`config.mk`:
```
export PLATFORM = sky130hd
export DESIGN_NAME = best_fit_page_chunk_allocator
export DESIGN_NICKNAME = d
export VERILOG_FILES = /design/src/hw/rtl/bfpca_pkg.sv /design/src/hw/rtl/bfpca_dp.sv /design/src/hw/rtl/bfpca_ctrl.sv /design/src/hw/rtl/best_fit_page_chunk_allocator.sv
export VERILOG_INCLUDE_DIRS = /design/src /design/src/hw/rtl
export SDC_FILE = /design/constraint.sdc
export NUM_CORES = 2
export LEC_CHECK = 0
export ABC_CLOCK_PERIOD_IN_PS = 11200
export BUFFER_PORTS_ARGS = -buffer_cell sky130_fd_sc_hd__buf_2
export CORE_UTILIZATION = 45
export CTS_BUF_LIST = sky130_fd_sc_hd__clkbuf_8
export DETAILED_ROUTE_END_ITERATION = 6
export RECOVER_POWER = 25
export SYNTH_ARGS = -nofsm -noshare
export SYNTH_HDL_FRONTEND = slang
export SYNTH_SLANG_ARGS = --single-unit
```
`constraint.sdc`:
```
create_clock -name clk -period 11.2 [get_ports clk]
set_clock_uncertainty 0.05 [all_clocks]
set_input_delay 1.12 -clock clk [delete_from_list [all_inputs] [get_ports clk]]
set_output_delay 1.12 -clock clk [all_outputs]
set_load 0.02 [all_outputs]
```
`src/hw/rtl/best_fit_page_chunk_allocator_assert.svh`:
```
// Assertion macros used by the allocator top level.
`ifndef BEST_FIT_PAGE_CHUNK_ALLOCATOR_ASSERT_SVH
`define BEST_FIT_PAGE_CHUNK_ALLOCATOR_ASSERT_SVH

// Same-cycle implication, checked out of reset.
`define BFPCA_ASSERT_IMP(label, ante, cons, msg) \
  label: assert property (@(posedge clk) disable iff (!rst_n) (ante) |-> (cons)) \
    else $error(msg);

// Next-cycle implication, checked out of reset.
`define BFPCA_ASSERT_NXT(label, ante, cons, msg) \
  label: assert property (@(posedge clk) disable iff (!rst_n) (ante) |=> (cons)) \
    else $error(msg);

`endif

```
`src/hw/rtl/bfpca_pkg.sv`:
```
// Shared types and constants of the best-fit page chunk allocator.
`timescale 1ns / 1ps
package bfpca_pkg;

  localparam int PAGE_W = 44;
  localparam int CNT_W  = 20;
  localparam int KIND_W = 2;
  localparam int STAT_W = 3;
  localparam int WORD_W = PAGE_W + CNT_W;
  localparam int CFG_IDX_W = 1;

  localparam logic [CNT_W-1:0] CNT_ALL = '1;

  localparam logic [KIND_W-1:0] KIND_INIT  = 2'd0;
  localparam logic [KIND_W-1:0] KIND_ALLOC = 2'd1;
  localparam logic [KIND_W-1:0] KIND_FREE  = 2'd2;

  localparam logic [STAT_W-1:0] STAT_OK    = 3'd0;
  localparam logic [STAT_W-1:0] STAT_BAD   = 3'd1;
  localparam logic [STAT_W-1:0] STAT_SHORT = 3'd2;
  localparam logic [STAT_W-1:0] STAT_NOFIT = 3'd3;
  localparam logic [STAT_W-1:0] STAT_FULL  = 3'd4;

  localparam logic [CFG_IDX_W-1:0] REG_POOL_BASE  = 1'd0;
  localparam logic [CFG_IDX_W-1:0] REG_POOL_COUNT = 1'd1;

  typedef enum logic [2:0] {
    S_IDLE,
    S_DECODE,
    S_SCAN,
    S_APPLY,
    S_SHIFT,
    S_EMIT
  } ctl_state_t;

  typedef struct packed {
    logic load;
    logic exec;
    logic scan_en;
    logic apply;
    logic shift_en;
    logic emit;
  } bfpca_cmd_t;

  typedef struct packed {
    logic need_scan;
    logic need_shift;
    logic rd_last;
  } bfpca_sts_t;

endpackage

```
`src/hw/rtl/bfpca_dp.sv`:
```
// Datapath: chunk table memory, free total, best-fit search and result registers.
`timescale 1ns / 1ps
module bfpca_dp import bfpca_pkg::*; #(
  parameter int MAX_CHUNKS = 64,
  parameter int COUNT_BITS = 20
) (
  input  logic                 clk,
  input  logic                 rst_n,
  input  bfpca_cmd_t           cmd,
  output bfpca_sts_t           sts,
  input  logic [KIND_W-1:0]    in_kind,
  input  logic [PAGE_W-1:0]    in_page_number,
  input  logic [CNT_W-1:0]     in_page_count,
  input  logic                 cfg_we,
  input  logic [CFG_IDX_W-1:0] cfg_index,
  input  logic [PAGE_W-1:0]    cfg_wdata,
  output logic [STAT_W-1:0]    out_status,
  output logic [PAGE_W-1:0]    out_base_page,
  output logic [CNT_W-1:0]     out_free_total
);

  localparam int IDX_W = $clog2(MAX_CHUNKS);
  localparam int ENT_W = $clog2(MAX_CHUNKS + 1);
  localparam int SW    = ((COUNT_BITS > CNT_W) ? COUNT_BITS : CNT_W) + 1;
  localparam logic [IDX_W:0]   DEPTH     = (IDX_W + 1)'(MAX_CHUNKS);
  localparam logic [IDX_W-1:0] TOP_ADDR  = IDX_W'(MAX_CHUNKS - 1);
  localparam logic [ENT_W-1:0] ENT_FULL  = ENT_W'(MAX_CHUNKS);
  localparam logic [SW-1:0]    COUNT_MAX = SW'((64'd1 << COUNT_BITS) - 64'd1);
  localparam logic [SW-1:0]    TOTAL_SAT = SW'(CNT_ALL);

  // logical table index to memory address (ring starting at head)
  function automatic logic [IDX_W-1:0] phys(input logic [IDX_W-1:0] head,
                                            input logic [IDX_W-1:0] ofs);
    logic [IDX_W:0] s;
    s = {1'b0, head} + {1'b0, ofs};
    if (s >= DEPTH) s = s - DEPTH;
    return s[IDX_W-1:0];
  endfunction

  logic [WORD_W-1:0] mem [MAX_CHUNKS];

  logic [KIND_W-1:0] kind_r;
  logic [PAGE_W-1:0] page_r;
  logic [CNT_W-1:0]  cnt_r;
  logic [PAGE_W-1:0] pool_base_r;
  logic [CNT_W-1:0]  pool_cnt_r;

  logic [ENT_W-1:0]      entries_r, entries_nxt;
  logic [COUNT_BITS-1:0] sum_r, sum_nxt;
  logic [IDX_W-1:0]      head_r, head_nxt;
  logic                  iss_active_r, iss_active_nxt;
  logic [IDX_W-1:0]      iss_idx_r, iss_idx_nxt;
  logic [IDX_W-1:0]      last_r, last_nxt;
  logic                  rdv_r;
  logic [IDX_W-1:0]      rd_idx_r;
  logic [WORD_W-1:0]     rd_data_r;
  logic                  found_r, found_nxt;
  logic [IDX_W-1:0]      best_idx_r, best_idx_nxt;
  logic [CNT_W-1:0]      best_size_r, best_size_nxt;
  logic [PAGE_W-1:0]     best_base_r, best_base_nxt;
  logic [STAT_W-1:0]     res_status_r, res_status_nxt;
  logic [PAGE_W-1:0]     res_base_r, res_base_nxt;
  logic [STAT_W-1:0]     out_status_r;
  logic [PAGE_W-1:0]     out_base_r;
  logic [CNT_W-1:0]      out_total_r;

  logic                  mem_we;
  logic [IDX_W-1:0]      mem_wa;
  logic [WORD_W-1:0]     mem_wd;

  logic [SW-1:0]     cnt_ext, sum_ext, pool_ext, sum_plus, sum_minus;
  logic [IDX_W-1:0]  head_dec;
  logic [CNT_W-1:0]  rd_size;
  logic [PAGE_W-1:0] rd_base;
  logic              exact;
  logic              best_is_tail;

  assign cnt_ext   = SW'(cnt_r);
  assign sum_ext   = SW'(sum_r);
  assign pool_ext  = SW'(pool_cnt_r);
  assign sum_plus  = sum_ext + cnt_ext;
  assign sum_minus = sum_ext - cnt_ext;
  assign head_dec  = (head_r == '0) ? TOP_ADDR : head_r - 1'b1;
  assign rd_size   = rd_data_r[CNT_W-1:0];
  assign rd_base   = rd_data_r[WORD_W-1:CNT_W];
  assign exact     = (best_size_r == cnt_r);
  assign best_is_tail = ((ENT_W'(best_idx_r) + ENT_W'(1)) == entries_r);

  assign sts.need_scan  = (kind_r == KIND_ALLOC) && (cnt_r != '0) &&
                          !(cnt_ext > sum_ext) && (entries_r != '0);
  assign sts.need_shift = found_r && exact && !best_is_tail;
  assign sts.rd_last    = rdv_r && (rd_idx_r == last_r);

  always_comb begin
    entries_nxt    = entries_r;
    sum_nxt        = sum_r;
    head_nxt       = head_r;
    iss_active_nxt = iss_active_r;
    iss_idx_nxt    = iss_idx_r;
    last_nxt       = last_r;
    found_nxt      = found_r;
    best_idx_nxt   = best_idx_r;
    best_size_nxt  = best_size_r;
    best_base_nxt  = best_base_r;
    res_status_nxt = res_status_r;
    res_base_nxt   = res_base_r;
    mem_we         = 1'b0;
    mem_wa         = head_r;
    mem_wd         = {page_r, cnt_r};

    // read issue runs on its own until the last index goes out
    if (iss_active_r) begin
      iss_idx_nxt = iss_idx_r + 1'b1;
      if (iss_idx_r == last_r) iss_active_nxt = 1'b0;
    end

    if (cmd.exec) begin
      res_base_nxt = '0;
      case (kind_r)
        KIND_INIT: begin
          entries_nxt = '0;
          sum_nxt     = '0;
          if ((pool_cnt_r == '0) || (pool_base_r == '0) || (pool_ext > COUNT_MAX)) begin
            res_status_nxt = STAT_BAD;
          end else begin
            mem_we         = 1'b1;
            mem_wa         = head_r;
            mem_wd         = {pool_base_r, pool_cnt_r};
            entries_nxt    = ENT_W'(1);
            sum_nxt        = COUNT_BITS'(pool_ext);
            res_status_nxt = STAT_OK;
          end
        end
        KIND_ALLOC: begin
          if (cnt_r == '0) begin
            res_status_nxt = STAT_BAD;
          end else if (cnt_ext > sum_ext) begin
            res_status_nxt = STAT_SHORT;
          end else if (entries_r == '0) begin
            res_status_nxt = STAT_NOFIT;
          end else begin
            iss_active_nxt = 1'b1;
            iss_idx_nxt    = '0;
            last_nxt       = IDX_W'(entries_r - 1'b1);
            found_nxt      = 1'b0;
          end
        end
        KIND_FREE: begin
          if ((page_r == '0) || (cnt_r == '0)) begin
            res_status_nxt = STAT_BAD;
          end else if ((entries_r == ENT_FULL) || (sum_plus > COUNT_MAX)) begin
            res_status_nxt = STAT_FULL;
          end else begin
            mem_we         = 1'b1;
            mem_wa         = head_dec;
            mem_wd         = {page_r, cnt_r};
            head_nxt       = head_dec;
            entries_nxt    = entries_r + 1'b1;
            sum_nxt        = COUNT_BITS'(sum_plus);
            res_status_nxt = STAT_OK;
          end
        end
        default: begin
          res_status_nxt = STAT_BAD;
        end
      endcase
    end

    // strict less-than keeps the earliest of equal sizes
    if (cmd.scan_en && rdv_r) begin
      if ((rd_size >= cnt_r) && (!found_r || (rd_size < best_size_r))) begin
        found_nxt     = 1'b1;
        best_idx_nxt  = rd_idx_r;
        best_size_nxt = rd_size;
        best_base_nxt = rd_base;
      end
    end

    if (cmd.apply) begin
      if (!found_r) begin
        res_status_nxt = STAT_NOFIT;
      end else begin
        res_status_nxt = STAT_OK;
        res_base_nxt   = best_base_r;
        sum_nxt        = COUNT_BITS'(sum_minus);
        if (exact) begin
          entries_nxt = entries_r - 1'b1;
          if (!best_is_tail) begin
            iss_active_nxt = 1'b1;
            iss_idx_nxt    = best_idx_r + 1'b1;
            last_nxt       = IDX_W'(entries_r - 1'b1);
          end
        end else begin
          mem_we = 1'b1;
          mem_wa = phys(head_r, best_idx_r);
          mem_wd = {best_base_r + PAGE_W'(cnt_r), best_size_r - cnt_r};
        end
      end
    end

    // close the gap: each entry behind the removed one moves down one place
    if (cmd.shift_en && rdv_r) begin
      mem_we = 1'b1;
      mem_wa = phys(head_r, rd_idx_r - 1'b1);
      mem_wd = rd_data_r;
    end
  end

  always_ff @(posedge clk) begin
    if (mem_we) mem[mem_wa] <= mem_wd;
    if (iss_active_r) rd_data_r <= mem[phys(head_r, iss_idx_r)];
  end

  always_ff @(posedge clk) begin
    if (!rst_n) begin
      entries_r    <= '0;
      sum_r        <= '0;
      head_r       <= '0;
      iss_active_r <= 1'b0;
      rdv_r        <= 1'b0;
      found_r      <= 1'b0;
      pool_base_r  <= '0;
      pool_cnt_r   <= '0;
    end else begin
      entries_r    <= entries_nxt;
      sum_r        <= sum_nxt;
      head_r       <= head_nxt;
      iss_active_r <= iss_active_nxt;
      rdv_r        <= iss_active_r;
      found_r      <= found_nxt;
      if (cfg_we && (cfg_index == REG_POOL_BASE))  pool_base_r <= cfg_wdata;
      if (cfg_we && (cfg_index == REG_POOL_COUNT)) pool_cnt_r  <= cfg_wdata[CNT_W-1:0];
    end
  end

  always_ff @(posedge clk) begin
    iss_idx_r    <= iss_idx_nxt;
    last_r       <= last_nxt;
    rd_idx_r     <= iss_idx_r;
    best_idx_r   <= best_idx_nxt;
    best_size_r  <= best_size_nxt;
    best_base_r  <= best_base_nxt;
    res_status_r <= res_status_nxt;
    res_base_r   <= res_base_nxt;
    if (cmd.load) begin
      kind_r <= in_kind;
      page_r <= in_page_number;
      cnt_r  <= in_page_count;
    end
    if (cmd.emit) begin
      out_status_r <= res_status_r;
      out_base_r   <= res_base_r;
      out_total_r  <= (sum_ext > TOTAL_SAT) ? CNT_ALL : sum_ext[CNT_W-1:0];
    end
  end

  assign out_status     = out_status_r;
  assign out_base_page  = out_base_r;
  assign out_free_total = out_total_r;

endmodule

```
`src/hw/rtl/bfpca_ctrl.sv`:
```
// Controller: sequences decode, search, update and table compaction; owns the handshakes.
`timescale 1ns / 1ps
module bfpca_ctrl import bfpca_pkg::*; (
  input  logic       clk,
  input  logic       rst_n,
  input  logic       in_valid,
  output logic       in_ready,
  output logic       out_valid,
  input  logic       out_ready,
  output bfpca_cmd_t cmd,
  input  bfpca_sts_t sts
);

  ctl_state_t state_r, state_nxt;
  logic       out_valid_r, out_valid_nxt;
  logic       slot_free;

  assign slot_free = !out_valid_r || out_ready;

  always_comb begin
    state_nxt = state_r;
    case (state_r)
      S_IDLE:   if (in_valid) state_nxt = S_DECODE;
      S_DECODE: state_nxt = sts.need_scan ? S_SCAN : S_EMIT;
      S_SCAN:   if (sts.rd_last) state_nxt = S_APPLY;
      S_APPLY:  state_nxt = sts.need_shift ? S_SHIFT : S_EMIT;
      S_SHIFT:  if (sts.rd_last) state_nxt = S_EMIT;
      S_EMIT:   if (slot_free) state_nxt = S_IDLE;
      default:  state_nxt = S_IDLE;
    endcase
  end

  always_comb begin
    cmd           = '0;
    in_ready      = 1'b0;
    out_valid_nxt = out_valid_r && !out_ready;
    case (state_r)
      S_IDLE: begin
        in_ready = 1'b1;
        cmd.load = in_valid;
      end
      S_DECODE: cmd.exec     = 1'b1;
      S_SCAN:   cmd.scan_en  = 1'b1;
      S_APPLY:  cmd.apply    = 1'b1;
      S_SHIFT:  cmd.shift_en = 1'b1;
      S_EMIT: begin
        cmd.emit = slot_free;
        if (slot_free) out_valid_nxt = 1'b1;
      end
      default: cmd = '0;
    endcase
  end

  always_ff @(posedge clk) begin
    if (!rst_n) begin
      state_r     <= S_IDLE;
      out_valid_r <= 1'b0;
    end else begin
      state_r     <= state_nxt;
      out_valid_r <= out_valid_nxt;
    end
  end

  assign out_valid = out_valid_r;

endmodule

```
`src/hw/rtl/best_fit_page_chunk_allocator.sv`:
```
// Top level of the best-fit page chunk allocator: controller, datapath and checks.
`timescale 1ns / 1ps
// The block keeps an ordered table of free page chunks (base page, page count)
// in a single-port-write, registered-read memory of MAX_CHUNKS words, kept as
// a ring so that a freed chunk goes in at the head by moving the head pointer.
// One word is worked on at a time. Init, free and every request that is turned
// down before the search go from decode straight to emit. An allocation that
// reaches the search scans all N held entries through the memory read port,
// one entry per cycle, whether or not a chunk fits; an exact fit that is not
// the last entry then closes the gap by moving the K entries behind it down
// one place. A finished result sits in the output register while the next
// word is taken in; the block only stalls when a second result is ready and
// the first has not been taken. Configuration (pool base at index 0, pool
// count at index 1) is to be written on the cfg port only while the block is
// idle; the block itself does not enforce this. There is no clearing pass
// after reset: table entries are only read below the held count, and reset
// clears that count and the free total. Status codes: 0 ok, 1 bad request,
// 2 not enough free, 3 no chunk fits, 4 table full or free total would
// overflow COUNT_BITS.
`include "best_fit_page_chunk_allocator_assert.svh"
module best_fit_page_chunk_allocator import bfpca_pkg::*; #(
  parameter int MAX_CHUNKS = 64,
  parameter int COUNT_BITS = 20
) (
  input  logic                 clk,
  input  logic                 rst_n,
  input  logic                 in_valid,
  output logic                 in_ready,
  input  logic [KIND_W-1:0]    in_kind,
  input  logic [PAGE_W-1:0]    in_page_number,
  input  logic [CNT_W-1:0]     in_page_count,
  output logic                 out_valid,
  input  logic                 out_ready,
  output logic [STAT_W-1:0]    out_status,
  output logic [PAGE_W-1:0]    out_base_page,
  output logic [CNT_W-1:0]     out_free_total,
  input  logic                 cfg_we,
  input  logic [CFG_IDX_W-1:0] cfg_index,
  input  logic [PAGE_W-1:0]    cfg_wdata
);

  // command and status between the sequencer and the datapath
  bfpca_cmd_t cmd;
  bfpca_sts_t sts;

  // sequencer: handshakes and the step order of each word
  bfpca_ctrl u_ctrl (
    .clk       (clk),
    .rst_n     (rst_n),
    .in_valid  (in_valid),
    .in_ready  (in_ready),
    .out_valid (out_valid),
    .out_ready (out_ready),
    .cmd       (cmd),
    .sts       (sts)
  );

  // table memory, search registers, free total and result register
  bfpca_dp #(
    .MAX_CHUNKS (MAX_CHUNKS),
    .COUNT_BITS (COUNT_BITS)
  ) u_dp (
    .clk            (clk),
    .rst_n          (rst_n),
    .cmd            (cmd),
    .sts            (sts),
    .in_kind        (in_kind),
    .in_page_number (in_page_number),
    .in_page_count  (in_page_count),
    .cfg_we         (cfg_we),
    .cfg_index      (cfg_index),
    .cfg_wdata      (cfg_wdata),
    .out_status     (out_status),
    .out_base_page  (out_base_page),
    .out_free_total (out_free_total)
  );

  // one word in flight: an accept closes the input until the word is done
  `BFPCA_ASSERT_NXT(a_one_in_flight, in_valid && in_ready, !in_ready, "second word accepted while busy")
  // only a successful allocation hands out a base page
  `BFPCA_ASSERT_IMP(a_base_only_ok, out_valid && (out_status != STAT_OK), out_base_page == '0, "base page on a failed item")
  // a result never overwrites one that is still waiting
  `BFPCA_ASSERT_IMP(a_no_overwrite, cmd.emit, !out_valid || out_ready, "result register overwritten")

endmodule
```
==> impl_metrics.json <==
{
  "grt_max_degree": 131,
  "cp.arrival_ns": 9.90,
  "ant_nets": 0,
  "synthMuxAreaShare": 0.167,
  "cts_buffers": 712,
  "rsz0062_at_grt": "no",
  "crit_type": "reg2reg",
  "outcome": "finished, violations left",
  "cts_tree": "yes",
  "grt_pass1_wl_um": 717000,
  "yosys_warnings": 0,
  "drive_gt1_frac": 0.268,
  "ir_drop_uv": 114,
  "synth_top_family_by_area": "multiplexers",
  "path_clk_slew_ns": 0.06,
  "leakage_nw": 63.5,
  "place.gp.congestion": 0.942,
  "hold_viol_final": 0,
  "dr_total_vias": 91500,
  "rows": 230,
  "finalCritPeriodShare": 0.851,
  "async_flop_share": 0,
  "synth-simple-area-share": 0.0258,
  "dieArea_um2": 399000,
  "synth_top_flop_cell": "edfxtp_1",
  "cap_viol_max_count": 49,
  "max_clock_freq_mhz": 105,
  "syn_inst": 8420,
  "clkLatencyLatePin_ns": 1.27,
  "post-route-min-period_ns": 9.53,
  "worst-r2r-cell-count": 11,
  "port_buffers": 184,
  "critPathMaxFanout": 64,
  "die_x_um": 632,
  "synthDistinctLibCells": 80,
  "finalInstanceArea_um2": 201000,
  "tns_ns": 0,
  "track_usage": 0.256,
  "power_mw": 36.6,
  "firstDrtPassIters": 7,
  "critPathRequiredTime_ns": 11.58,
  "worst_setup_path_start_kind": "flip-flop",
  "power_density_nw_per_um2": 182,
  "drc": 1,
  "synth-seq-cells": 4532,
  "final_max_slew_viol_count": 2519,
  "hp-class": "in2reg",
  "synth_fa_ha_area_frac": 0.0106,
  "syn2layout_area_growth_pct": 12.8,
  "max_slew.worst_pin.slew_ns": 4.82,
  "cts.sinks": 4532,
  "h-tree-depth": 6,
  "core_um2": 393000,
  "grt_pass1_vias": 91500,
  "finalSetupViolCount": 0,
  "slew-limit-headroom": -2.21,
  "synth_compound_area_frac": 0.0245,
  "cts_resized": 0,
  "r2r_slack_ns": 1.67,
  "netSwitchingFraction": 0.259,
  "route.detailed.wl_per_inst_um": 34.3,
  "p_int_mw": 27.1,
  "clockBufferDepth": 4,
  "violations": "design-rule violations, max-capacitance violations, max-slew violations",
  "crit_path_end_kind": "flip-flop",
  "pwr-share-seq": 0.531,
  "start_util": 0.453,
  "crit_end": "u_dp.mem[0][7]",
  "first_iter_violations": 11100,
  "viasPerCell": 6.10,
  "num-nets-final": 9468,
  "wl_um": 515000,
  "reg2reg_from": "u_ctrl.state_r[1]",
  "synthXorXnorAreaFrac": 0.00668,
  "netSwitchingPower_mw": 9.51,
  "num_io_pins": 185,
  "combPwrFrac": 0.116,
  "synth-seq-area-share": 0.754,
  "hpwl_um": 314000,
  "cts-root-buf": "clkbuf_8",
  "synth.avg_cell_area_um2": 21.2,
  "crit_start": "u_ctrl.state_r[1]",
  "synth_area_um2": 178000,
  "r2r-end": "u_dp.mem[0][7]",
  "synth_nets": 8683,
  "antenna_found_initial": 36,
  "die_h_um": 632,
  "synth-edff-count": 4366,
  "grt.overflow.total": 0,
  "power_frac_clock": 0.353,
  "dpl_cell_area_um2": 188000
}
==> critical path, stage by stage (launching register included) <==
cell,delay [ns]
dfxtp_1,0.63
nor2_1,0.19
nand2_2,0.11
clkbuf_1,2.21
nor2_1,0.03
clkbuf_1,0.75
and2_2,0.51
buf_4,0.38
o211ai_1,0.29
o21ai_0,0.30
o21ai_4,0.26
clkbuf_1,2.76
==> power groups by stage <==
| stage | Clock [mW] | Sequential (mW) | Combinational [mW] |
|---|---|---|---|
| 6_report | 12.9 | 19.5 | 4.25 |
| 5_1_grt | 13.9 | 19.5 | 4.45 |
| 4_1_cts | 13.2 | 19.4 | 4.28 |
| 3_5_place_dp | 0 | 19.7 | 4.25 |
| 3_3_place_gp | 0 | 19.7 | 4.18 |
| 2_1_floorplan | 0 | 19.8 | 2.36 |
==> worst min-delay path by stage <==
| stage | depth (start not counted) | startpoint | to |
|---|---|---|---|
| final | 3 | cfg_wdata[11] | u_dp.pool_base_r[11] |
| after global routing | 3 | cfg_wdata[11] | u_dp.pool_cnt_r[11] |
| after CTS | 1 | in_page_count[13] | u_dp.cnt_r[13] |
| after detailed placement | 0 | u_dp.res_status_r[1] | u_dp.out_status[1] |
| after global placement | 0 | u_dp.res_status_r[1] | u_dp.out_status[1] |
| after floorplan | 0 | u_dp.iss_idx_r[5] | u_dp.rd_idx_r[5] |
==> layout by cell type, fill, tap and decap left out, drive strengths merged, types with 20 or more instances in the layout <==
cell type	n
edfxtp	4366
mux4	1280
clkbuf	895
nand2	417
inv	370
buf	284
a21oi	264
clkinv	239
dfxtp	166
nor2	165
ha	140
nand3	105
o21ai	98
mux2i	91
xnor2	88
dlygate4sd3	83
nor2b	83
a211oi	79
nor4	57
xor2	48
nor3	47
o22ai	35
a21o	35
and3	22
nand4	22
a31oi	20
o221ai	20
==> cell type report <==
| type | count | area [um^2] |
|---|---|---|
| inverters | 93 | 349 |
| flip-flops and latches | 4532 | 134000 |
| clock buffers | 732 | 10100 |
| clock inverters | 546 | 2840 |
| well taps | 5220 | 6530 |
| fillers | 31100 | 192000 |
| diodes | 14 | 35.0 |
| repair buffers | 530 | 3770 |
| multi-input cells | 3336 | 43200 |
==> registers in the layout, summed over array words and instances (netlist names), 3 cells and up <==
name                 count
u_dp.rd_idx_r            6
u_dp.mem              4096
u_dp.out_free_total     20
u_dp.res_status_r        3
u_dp.rd_data_r          64
u_dp.best_idx_r          6
u_dp.best_base_r        44
u_dp.best_size_r        20
u_dp.out_base_page      44
u_dp.head_r              6
u_dp.page_r             44
u_ctrl.state_r           3
u_dp.sum_r              20
u_dp.last_r              6
u_dp.cnt_r              20
u_dp.pool_base_r        44
u_dp.pool_cnt_r         20
u_dp.iss_idx_r           6
u_dp.entries_r           7
u_dp.out_status          3
u_dp.res_base_r         44
==> kinds of logic after synthesis <==
kind of cell,count (synthesis)
AOI/OAI and AO/OA,689
xor gates and xnor gates,136
adders and majority gates,147
buffers and inverters,552
DFF,4532
muxes,1378
and+or+nand+nor,986
==> per-layer routing <==
layer	GRT usage	up-vias	routed length, um
met5	0	-	88
met4	0.0877	14	19100
met3	0.0456	840	42900
met2	0.399	4381	241000
met1	0.366	49400	212000
li1	-	36900	-
==> synth_stat cells (22+ instances only) <==
cell | n | area (um^2)
nand2_1 | 417 | 1570
ha_1 | 140 | 1750
nor2_1 | 165 | 619
a21o_1 | 35 | 263
a211oi_1 | 79 | 593
mux2i_1 | 91 | 911
clkbuf_1 | 357 | 1340
edfxtp_1 | 4366 | 131000
nor4_1 | 55 | 344
o22ai_1 | 35 | 219
a21oi_1 | 264 | 1320
and3_1 | 22 | 138
mux4_2 | 1280 | 28800
dfxtp_1 | 166 | 3320
xnor2_1 | 88 | 771
nor2b_1 | 83 | 519
o21ai_0 | 97 | 485
nor3_1 | 47 | 235
xor2_1 | 48 | 420
buf_1 | 89 | 334
inv_1 | 92 | 345
nand3_1 | 105 | 526
nand4_1 | 22 | 138
==> timing repair <==
action                                  4_1_cts  5_1_grt
endpoints found under the setup margin        0        0
buffers inserted                              0        0
hold endpoints to repair                     97        0
hold buffers                                 83        0
==> through the flow <==
| stage | utilization | hold slack [ns] | std cells | worst slack [ns] |
|---|---|---|---|---|
| floorplan | - | 0.347 | 8420 | 1.29 |
| finish | 0.512 | 0.119 | 15000 | 1.67 |
| global placement | 0.478 | 0.359 | 13600 | 3.36 |
| CTS | 0.513 | 0.000143 | 15000 | 3.05 |
| detailed placement | 0.478 | 0.362 | 13600 | 3.15 |
| global route | 0.511 | 0.104 | 15000 | 1.45 |
Note: power is estimated with default switching activity, not from simulation.
